### src/rtl/csi_pkg.sv
// ----------------------------------------------------------------------------
// csi_pkg
// Shared types, character codes and token literals for the C source space
// inserter.
// ----------------------------------------------------------------------------
package csi_pkg;

	// character codes
	localparam logic [7:0] CH_LF      = 8'h0a;
	localparam logic [7:0] CH_SPACE   = 8'h20;
	localparam logic [7:0] CH_DQUOTE  = 8'h22;
	localparam logic [7:0] CH_HASH    = 8'h23;
	localparam logic [7:0] CH_PERCENT = 8'h25;
	localparam logic [7:0] CH_AMP     = 8'h26;
	localparam logic [7:0] CH_SQUOTE  = 8'h27;
	localparam logic [7:0] CH_LPAREN  = 8'h28;
	localparam logic [7:0] CH_RPAREN  = 8'h29;
	localparam logic [7:0] CH_STAR    = 8'h2a;
	localparam logic [7:0] CH_PLUS    = 8'h2b;
	localparam logic [7:0] CH_COMMA   = 8'h2c;
	localparam logic [7:0] CH_MINUS   = 8'h2d;
	localparam logic [7:0] CH_SLASH   = 8'h2f;
	localparam logic [7:0] CH_SEMI    = 8'h3b;
	localparam logic [7:0] CH_LT      = 8'h3c;
	localparam logic [7:0] CH_EQ      = 8'h3d;
	localparam logic [7:0] CH_GT      = 8'h3e;
	localparam logic [7:0] CH_BSLASH  = 8'h5c;
	localparam logic [7:0] CH_RBRACK  = 8'h5d;
	localparam logic [7:0] CH_LOWER_E = 8'h65;
	localparam logic [7:0] CH_LBRACE  = 8'h7b;

	// token literals, last character in the lowest byte
	localparam logic [63:0] LIT_HASH_INCLUDE = "#include";
	localparam logic [55:0] LIT_INCLUDE      = "include";
	localparam logic [23:0] LIT_IF           = "if(";
	localparam logic [31:0] LIT_FOR          = "for(";
	localparam logic [47:0] LIT_WHILE        = "while(";
	localparam logic [55:0] LIT_SWITCH       = "switch(";

	// number of line bytes the token matchers look at
	localparam int unsigned TAIL_BYTES = 8;

	// lexical mode
	typedef enum logic [4:0] {
		MODE_NORMAL = 5'b00001,
		MODE_STRING = 5'b00010,
		MODE_CHAR   = 5'b00100,
		MODE_BLOCK  = 5'b01000,
		MODE_LINE   = 5'b10000
	} lex_mode_t;

	// line tracker to spacing rules
	typedef struct packed {
		logic       mode_normal;
		logic [7:0] prev;
		logic       kw_paren;
		logic       deref;
		logic       incdec;
		logic       include_line;
	} line_flags_t;

	function automatic logic is_alpha(input logic [7:0] c);
		return (c >= 8'h61 && c <= 8'h7a) || (c >= 8'h41 && c <= 8'h5a);
	endfunction

	function automatic logic is_digit(input logic [7:0] c);
		return c >= 8'h30 && c <= 8'h39;
	endfunction

	function automatic logic is_alnum(input logic [7:0] c);
		return is_alpha(c) || is_digit(c);
	endfunction

	// operators after which a digit gets a space
	function automatic logic in_ops_digit(input logic [7:0] c);
		return c == CH_SEMI || c == CH_COMMA || c == CH_GT || c == CH_EQ ||
			c == CH_SLASH || c == CH_PERCENT || c == CH_LT;
	endfunction

	// operators after which a letter gets a space
	function automatic logic in_ops_all(input logic [7:0] c);
		return in_ops_digit(c) || c == CH_MINUS || c == CH_PLUS;
	endfunction

endpackage

### src/rtl/csi_line_track.sv
// ----------------------------------------------------------------------------
// csi_line_track
// Lexical mode, previous byte and current-line history; derives the line
// flags that the spacing rules need for the byte in the input register.
// ----------------------------------------------------------------------------
module csi_line_track #(
	parameter int unsigned WINDOW_DEPTH = 8
) (
	input  logic                 clk,
	input  logic                 arst_n,
	input  logic                 advance,
	input  logic [7:0]           ch,
	output csi_pkg::line_flags_t flags
);

	localparam int unsigned CW = $clog2(WINDOW_DEPTH + 1);
	localparam int unsigned TB = csi_pkg::TAIL_BYTES;

	logic [7:0]          win_q [WINDOW_DEPTH];
	logic [7:0]          win_n [WINDOW_DEPTH];
	logic [CW-1:0]       cnt_q;
	logic [CW-1:0]       cnt_n;
	logic                starts_hash_q;
	logic                starts_hash_n;
	logic                hash_inc_q;
	logic                hash_inc_n;
	logic                inc_word_q;
	logic                inc_word_n;
	logic [7:0]          prev_q;
	csi_pkg::lex_mode_t  mode_q;
	csi_pkg::lex_mode_t  mode_n;
	logic [8*TB-1:0]     tail;
	logic                is_lf;

	assign is_lf = (ch == csi_pkg::CH_LF);

	// line history after this byte
	always_comb begin
		win_n[0] = ch;
		for (int i = 1; i < WINDOW_DEPTH; i++) begin
			win_n[i] = win_q[i-1];
		end
		for (int i = 0; i < TB; i++) begin
			tail[8*i +: 8] = win_n[i];
		end
	end

	// line counters and include detection
	always_comb begin
		if (is_lf) begin
			cnt_n         = '0;
			starts_hash_n = 1'b0;
			hash_inc_n    = 1'b0;
			inc_word_n    = 1'b0;
		end else begin
			cnt_n = (cnt_q < CW'(WINDOW_DEPTH)) ? cnt_q + CW'(1) : cnt_q;
			starts_hash_n = (cnt_q == '0) ? (ch == csi_pkg::CH_HASH) : starts_hash_q;
			hash_inc_n = hash_inc_q ||
				(cnt_n >= CW'(8) && tail[63:0] == csi_pkg::LIT_HASH_INCLUDE);
			inc_word_n = inc_word_q ||
				(cnt_n >= CW'(7) && tail[55:0] == csi_pkg::LIT_INCLUDE);
		end
	end

	// lexical mode transition
	always_comb begin
		mode_n = mode_q;
		unique case (mode_q)
			csi_pkg::MODE_NORMAL: begin
				if (ch == csi_pkg::CH_DQUOTE && prev_q != csi_pkg::CH_BSLASH) begin
					mode_n = csi_pkg::MODE_STRING;
				end else if (ch == csi_pkg::CH_SQUOTE && prev_q != csi_pkg::CH_BSLASH) begin
					mode_n = csi_pkg::MODE_CHAR;
				end else if (ch == csi_pkg::CH_STAR && prev_q == csi_pkg::CH_SLASH) begin
					mode_n = csi_pkg::MODE_BLOCK;
				end else if (ch == csi_pkg::CH_SLASH && prev_q == csi_pkg::CH_SLASH) begin
					mode_n = csi_pkg::MODE_LINE;
				end
			end
			csi_pkg::MODE_STRING: begin
				if (ch == csi_pkg::CH_DQUOTE && prev_q != csi_pkg::CH_BSLASH) begin
					mode_n = csi_pkg::MODE_NORMAL;
				end
			end
			csi_pkg::MODE_CHAR: begin
				if (ch == csi_pkg::CH_SQUOTE && prev_q != csi_pkg::CH_BSLASH) begin
					mode_n = csi_pkg::MODE_NORMAL;
				end
			end
			csi_pkg::MODE_LINE: begin
				if (is_lf && prev_q != csi_pkg::CH_BSLASH) begin
					mode_n = csi_pkg::MODE_NORMAL;
				end
			end
			default: begin
				if (ch == csi_pkg::CH_SLASH && prev_q == csi_pkg::CH_STAR) begin
					mode_n = csi_pkg::MODE_NORMAL;
				end
			end
		endcase
	end

	// flags seen by the rules, from the line as it stands after this byte
	always_comb begin
		flags.mode_normal = (mode_q == csi_pkg::MODE_NORMAL);
		flags.prev        = prev_q;
		flags.kw_paren =
			(cnt_n >= CW'(3) && tail[23:0] == csi_pkg::LIT_IF) ||
			(cnt_n >= CW'(4) && tail[31:0] == csi_pkg::LIT_FOR) ||
			(cnt_n >= CW'(6) && tail[47:0] == csi_pkg::LIT_WHILE) ||
			(cnt_n >= CW'(7) && tail[55:0] == csi_pkg::LIT_SWITCH);
		flags.deref = cnt_n >= CW'(3) &&
			win_n[1] == csi_pkg::CH_GT && win_n[2] == csi_pkg::CH_MINUS;
		flags.incdec = cnt_n >= CW'(3) &&
			((win_n[1] == csi_pkg::CH_MINUS && win_n[2] == csi_pkg::CH_MINUS) ||
			 (win_n[1] == csi_pkg::CH_PLUS && win_n[2] == csi_pkg::CH_PLUS));
		flags.include_line = (cnt_n != '0) &&
			(hash_inc_n || (inc_word_n && starts_hash_n));
	end

	// control state
	always_ff @(posedge clk or negedge arst_n) begin
		if (!arst_n) begin
			mode_q        <= csi_pkg::MODE_NORMAL;
			prev_q        <= '0;
			cnt_q         <= '0;
			starts_hash_q <= 1'b0;
			hash_inc_q    <= 1'b0;
			inc_word_q    <= 1'b0;
		end else if (advance) begin
			mode_q        <= mode_n;
			prev_q        <= ch;
			cnt_q         <= cnt_n;
			starts_hash_q <= starts_hash_n;
			hash_inc_q    <= hash_inc_n;
			inc_word_q    <= inc_word_n;
		end
	end

	// line bytes, only read below the fill count
	always_ff @(posedge clk) begin
		if (advance) begin
			win_q <= win_n;
		end
	end

endmodule

### src/rtl/csi_space_rules.sv
// ----------------------------------------------------------------------------
// csi_space_rules
// Decides whether a space goes in front of the current byte in normal mode.
// ----------------------------------------------------------------------------
module csi_space_rules (
	input  logic                 [7:0] ch,
	input  logic                 [7:0] next_ch,
	input  logic                       next_present,
	input  csi_pkg::line_flags_t       flags,
	output logic                       need_space
);

	logic [7:0] last;
	logic       last_alnum;
	logic       next_digit;
	logic       rule;

	assign last       = flags.prev;
	assign last_alnum = csi_pkg::is_alnum(last);
	assign next_digit = next_present && csi_pkg::is_digit(next_ch);

	// per-character spacing rules, first matching class decides
	always_comb begin
		priority if (ch == csi_pkg::CH_LPAREN) begin
			rule = flags.kw_paren || last == csi_pkg::CH_EQ;
		end else if (ch == csi_pkg::CH_GT || ch == csi_pkg::CH_LT) begin
			rule = last_alnum;
		end else if (ch == csi_pkg::CH_LBRACE) begin
			rule = last == csi_pkg::CH_RPAREN || last == csi_pkg::CH_EQ;
		end else if (csi_pkg::is_alpha(ch)) begin
			rule = csi_pkg::in_ops_all(last) && !flags.deref && !flags.incdec;
		end else if (csi_pkg::is_digit(ch)) begin
			rule = csi_pkg::in_ops_digit(last);
		end else if (ch == csi_pkg::CH_PLUS) begin
			rule = last_alnum && !(last == csi_pkg::CH_LOWER_E && next_digit) &&
				!(next_present && next_ch == csi_pkg::CH_PLUS);
		end else if (ch == csi_pkg::CH_MINUS) begin
			rule = (last == csi_pkg::CH_RBRACK) ||
				(last_alnum && !(last == csi_pkg::CH_LOWER_E && next_digit) &&
				 !(next_present && (next_ch == csi_pkg::CH_GT ||
				                    next_ch == csi_pkg::CH_MINUS)));
		end else if (ch == csi_pkg::CH_EQ || ch == csi_pkg::CH_SLASH) begin
			rule = last_alnum || last == csi_pkg::CH_RBRACK;
		end else if (ch == csi_pkg::CH_AMP) begin
			rule = last == csi_pkg::CH_EQ || last == csi_pkg::CH_COMMA;
		end else begin
			rule = 1'b0;
		end
	end

	// include lines and non-normal modes pass through untouched
	assign need_space = flags.mode_normal && !flags.include_line && rule;

endmodule

### src/rtl/c_source_space_inserter_unit.sv
// ----------------------------------------------------------------------------
// c_source_space_inserter_unit
// Re-emits a C source byte stream, inserting a space before a byte where the
// spacing rules call for one.
//
// channel  dir  tdata fields (low bit up)                        tlast
// s_*      in   ch[7:0] next_ch[15:8] next_present[16] pad[23:17] -
// m_*      out  out_byte[7:0]                                     last_of_run
//
// One byte per cycle in steady state while m_tready holds; a byte that gets a
// space goes out as the space and then the byte, set by the single output register draining space then byte.
// An input transaction passes the input register and then the result register.
// Reset clears mode, line state and both stage valids; no clearing pass.
// A stalled output holds the input register, which then drops s_tready.
// ----------------------------------------------------------------------------
module c_source_space_inserter_unit #(
	parameter int unsigned WINDOW_DEPTH = 8
) (
	input  logic        clk,
	input  logic        arst_n,
	input  logic        s_tvalid,
	output logic        s_tready,
	input  logic [23:0] s_tdata,   // ch[7:0], next_ch[15:8], next_present[16], zeros
	output logic        m_tvalid,
	input  logic        m_tready,
	output logic [7:0]  m_tdata,   // out_byte[7:0]
	output logic        m_tlast    // last_of_run
);

	logic                 valid_s1;
	logic [7:0]           ch_s1;
	logic [7:0]           next_ch_s1;
	logic                 next_present_s1;
	logic                 out_vld_q;
	logic                 space_q;
	logic [7:0]           out_ch_q;
	logic                 out_free;
	logic                 advance;
	logic                 need_space;
	csi_pkg::line_flags_t flags;

	// output register frees up once the byte itself is taken
	assign out_free = !out_vld_q || (m_tready && !space_q);
	assign advance  = valid_s1 && out_free;
	assign s_tready = !valid_s1 || out_free;

	// input register
	always_ff @(posedge clk or negedge arst_n) begin
		if (!arst_n) begin
			valid_s1 <= 1'b0;
		end else if (s_tready) begin
			valid_s1 <= s_tvalid;
		end
	end

	always_ff @(posedge clk) begin
		if (s_tready && s_tvalid) begin
			ch_s1           <= s_tdata[7:0];
			next_ch_s1      <= s_tdata[15:8];
			next_present_s1 <= s_tdata[16];
		end
	end

	csi_line_track #(
		.WINDOW_DEPTH(WINDOW_DEPTH)
	) u_line_track (
		.clk    (clk),
		.arst_n (arst_n),
		.advance(advance),
		.ch     (ch_s1),
		.flags  (flags)
	);

	csi_space_rules u_space_rules (
		.ch          (ch_s1),
		.next_ch     (next_ch_s1),
		.next_present(next_present_s1),
		.flags       (flags),
		.need_space  (need_space)
	);

	// result register: pending space, then the byte
	always_ff @(posedge clk or negedge arst_n) begin
		if (!arst_n) begin
			out_vld_q <= 1'b0;
			space_q   <= 1'b0;
		end else if (advance) begin
			out_vld_q <= 1'b1;
			space_q   <= need_space;
		end else if (out_vld_q && m_tready) begin
			if (space_q) begin
				space_q <= 1'b0;
			end else begin
				out_vld_q <= 1'b0;
			end
		end
	end

	always_ff @(posedge clk) begin
		if (advance) begin
			out_ch_q <= ch_s1;
		end
	end

	assign m_tvalid = out_vld_q;
	assign m_tdata  = space_q ? csi_pkg::CH_SPACE : out_ch_q;
	assign m_tlast  = !space_q;

`ifndef SYNTHESIS
	// an inserted space is always followed by its byte
	a_space_then_byte: assert property (@(posedge clk) disable iff (!arst_n)
		m_tvalid && !m_tlast |=> m_tvalid)
		else $error("inserted space not followed by its byte");

	// a newline never gets a space in front
	a_no_space_before_lf: assert property (@(posedge clk) disable iff (!arst_n)
		m_tvalid && !m_tlast |-> out_ch_q != csi_pkg::CH_LF)
		else $error("space inserted before newline");

	// input stage only moves when the output register can take it
	a_no_overwrite: assert property (@(posedge clk) disable iff (!arst_n)
		advance |-> !out_vld_q || (m_tready && m_tlast))
		else $error("output register overwritten while holding a result");
`endif

endmodule
### config.mk
export PLATFORM = sky130hd
export DESIGN_NAME = c_source_space_inserter_unit
export DESIGN_NICKNAME = d
export VERILOG_FILES = /design/src/rtl/csi_pkg.sv /design/src/rtl/csi_line_track.sv /design/src/rtl/csi_space_rules.sv /design/src/rtl/c_source_space_inserter_unit.sv
export SDC_FILE = /design/constraint.sdc
export NUM_CORES = 1
export LEC_CHECK = 0
export BUFFER_PORTS_ARGS = -buffer_cell sky130_fd_sc_hd__buf_2
export CAP_MARGIN = 15
export CORE_MARGIN = 3
export CORE_UTILIZATION = 62
export CTS_BUF_LIST = sky130_fd_sc_hd__clkbuf_8
export DETAILED_ROUTE_END_ITERATION = 8
export GPL_ROUTABILITY_DRIVEN = 0
export PLACE_DENSITY = 0.89
export SLEW_MARGIN = 20
export SYNTH_ARGS = -nofsm -noshare
export SYNTH_HDL_FRONTEND = slang
export SYNTH_SLANG_ARGS = --single-unit
### constraint.sdc
create_clock -name clk -period 3.55 [get_ports clk]
set_input_delay 0.5325 -clock clk [delete_from_list [all_inputs] [get_ports clk]]
set_output_delay 0.5325 -clock clk [all_outputs]
set_load 0.02 [all_outputs]
==> reports/metrics.cfg <==
[outcome]
status=complete, no violations

[synthesis]
ys_ff_latch=96
synth_nets=419
yosys_warnings=0
synth_edf_count=73
netlist_area_mm2=0.00459
syn_inst=389
synth_cell_types=70
syn_avg_cell_area_um2=11.8
synth_ff_type=edfxtp_1
synthArstFlopShare_pct=24.0
ys_seq_area_share_pct=60.4

[power]
clkPwrFrac_pct=27.4
p_switching_mw=0.812
share_comb_of_total_power_pct=16.6
leakagePower_nw=1.83
vdd.ir_drop.worst_mv=0.408
power_frac_seq_pct=56.0
intPower_mw=1.87
p_sw_share_pct=30.3
power_density_mw_per_mm2=537

[critical_path]
worstSetupStartpointType=flip-flop
worst_ep_required_time_ns=3.85
crit_family=buffers and inverters
critPathBufInv=2
cp_num_cells=6
cpPeakStageDelay_ns=0.65
crit_path_start=space_q$_DFFE_PN0P_
worst_setup_path_end_kind=flip-flop
rr_endpoint=u_line_track.cnt_q[1]$_DFFE_PN0P_
r2r-start=space_q$_DFFE_PN0P_
cp_slowest_cell=buf_4
worstSetupEndpoint=u_line_track.cnt_q[1]$_DFFE_PN0P_
path_max_fanout=69
arrival_ns=2.96
crit_type=flip-flop to flip-flop
reg2reg_depth=6
critical_path.cell_chain=o21ai_0 > nand2_1 > inv_2 > buf_4 > nand3_1 > o22ai_1
rrSetupSlack_ns=0.89

[drt]
wl_um=9630
drt_first_pass_iters=5
ant_nets=0
avgRoutedWirePerCell_um=18.6
drt_iter0_drc=279
drc=0
via_per_inst=6.46
route.vias.total=3347

[timing]
worst_pin_slew_ns=0.841
slew-limit-headroom_pct=44.0
whs_ns=0.132
finalClockSkew_ns=0.0135
hold_viol=0
rsz0062_at_grt=false
finalMaxSlewViolations=0
finalSetupViolCount=0
timing.fmax_mhz=376
tns_ns=0
fin_crit_sh_pct=74.9
fin_crit_ns=2.66

[global_routing]
grt_max_degree=70
grt_pass1_wl_um=15700
antenna_found_initial=0
overflow=0
grt_pass1_vias=3223
globalRouteTotalUtil_pct=23.8

[clock_network]
ctsRootBufferMaster=clkbuf_8
cts_tree=built
ctsHoldBuffers=0
htree_levels=3
clock-sinks=96
cts_buffer_depth=2
worstSkewPairLatency_ns=0.38
numCtsBuffers=9
cts_setup_buffers=0
post_cts_resize_count=0
clkTransAtPathRegs_ns=0.10

[placement]
io_buffers=31
place_area_mm2=0.00479
hpwl_um=6720

[final_layout]
area_delta_synth_final_pct=8.87
fin_nets=447
antennaDiodeCount=0
drive_gt1_share_pct=15.2
fin_util_pct=71.5
layout_common_cells=edfxtp_1 (73), nand2_1 (44), buf_2 (31), dfrtp_1 (22)
final_common_cell=edfxtp_1
fin_area_mm2=0.00499

[floorplan]
dieHeight_um=92.0
core_mm2=0.00698
die_x_um=92.0
die_area_mm2=0.00847
row_count=30
io_pins=39
start_util_pct=65.7

[hold_path]
hold_class=input pin to async pin

[run]
cap_violations=0

-- synth_stat cells, drive strengths merged, types with 3 or more instances --
master	number	area share, %
nand4	10	1.4
nor2b	16	2.2
nand2	45	3.7
nor4b	7	2.0
nand2b	9	1.2
edfxtp	73	48
nor3b	6	0.98
o22ai	3	0.41
or4	9	1.5
and3	4	0.55
nor2	18	1.5
buf	6	0.90
nand3b	3	0.49
o211a	3	0.65
a31oi	4	0.55
and2	5	0.74
nor4bb	4	0.87
o21ai	19	2.1
nor3	6	0.65
or3b	3	0.57
or3	3	0.41
o211ai	3	0.49
inv	12	0.98
nand3	11	1.2
and4b	4	0.87
a21oi	14	1.5
o31ai	3	0.49
nor4	12	1.6
dfrtp	22	12
nand4b	3	0.57
or2	3	0.41
clkbuf	9	0.76
-- layout make-up --
type	count	area (um^2)
clock inverter	7	76.3
multi-input combinational	266	1700
clock buffer	9	124
sequential	96	2770
fill	483	1990
timing repair buffer	32	163
inverter	12	45.0
tap	96	120
-- worst min path at each step --
| stage | cells after the start | startpoint | end | slack, ns |
|---|---|---|---|---|
| after detailed placement | 0 | u_line_track.tail[53]$_DFFE_PP_ | u_line_track.tail[61]$_DFFE_PP_ | 0.43 |
| after CTS | 1 | arst_n | u_line_track.hash_inc_q$_DFFE_PN0P_ | 0.15 |
| after floorplan | 0 | arst_n | m_tvalid$_DFFE_PN0P_ | 0.24 |
| final | 1 | arst_n | u_line_track.mode_q[3]$_DFFE_PN0P_ | 0.13 |
| after global routing | 1 | arst_n | u_line_track.hash_inc_q$_DFFE_PN0P_ | 0.17 |
| after global placement | 0 | u_line_track.tail[21]$_DFFE_PP_ | u_line_track.tail[29]$_DFFE_PP_ | 0.42 |
-- power by group through the flow --
stage	Combinational (mW)	Clock, mW	Sequential, mW
finish	0.446	0.734	1.50
global route	0.498	0.774	1.52
CTS	0.442	0.728	1.50
detailed placement	0.439	0	1.52
global placement	0.422	0	1.51
floorplan	0.392	0	1.44
-- logic make-up after synthesis --
logic type	share of synthesized area, %
buffers and inverters	2.65
AOI/OAI and AO/OA	9.96
DFF	60.4
adders and majority gates	0.764
muxes	0.682
xor gates and xnor gates	0.764
and+or+nand+nor	24.8
-- state kept, by name, summed over array words and instances (netlist names) --
signal                      cells
m_tvalid                        1
u_line_track.prev_q             8
next_present_s1                 1
u_line_track.starts_hash_q      1
u_line_track.hash_inc_q         1
u_line_track.tail              56
u_line_track.mode_q             5
u_line_track.inc_word_q         1
ch_s1                           8
next_ch_s1                      8
space_q                         1
valid_s1                        1
u_line_track.cnt_q              4
-- through the flow --
step           cells  total power [mW]  worst slack [ns]
2_1_floorplan    389              1.84             0.310
3_3_place_gp     502              1.93             0.993
3_5_place_dp     502              1.96             0.819
4_1_cts          518              2.67             0.850
5_1_grt          518              2.79             0.603
6_report         518              2.68             0.892
-- routing by layer --
metal / track usage, % / vias up / share of wire [%]
li1: - / 1553 / -
met1: 31.9 / 1600 / 41
met2: 38.4 / 171 / 48
met3: 5.33 / 23 / 8.4
met4: 8.54 / 0 / 1.9
met5: 0 / - / 0
No activity file was read; power rests on OpenSTA's default activity.
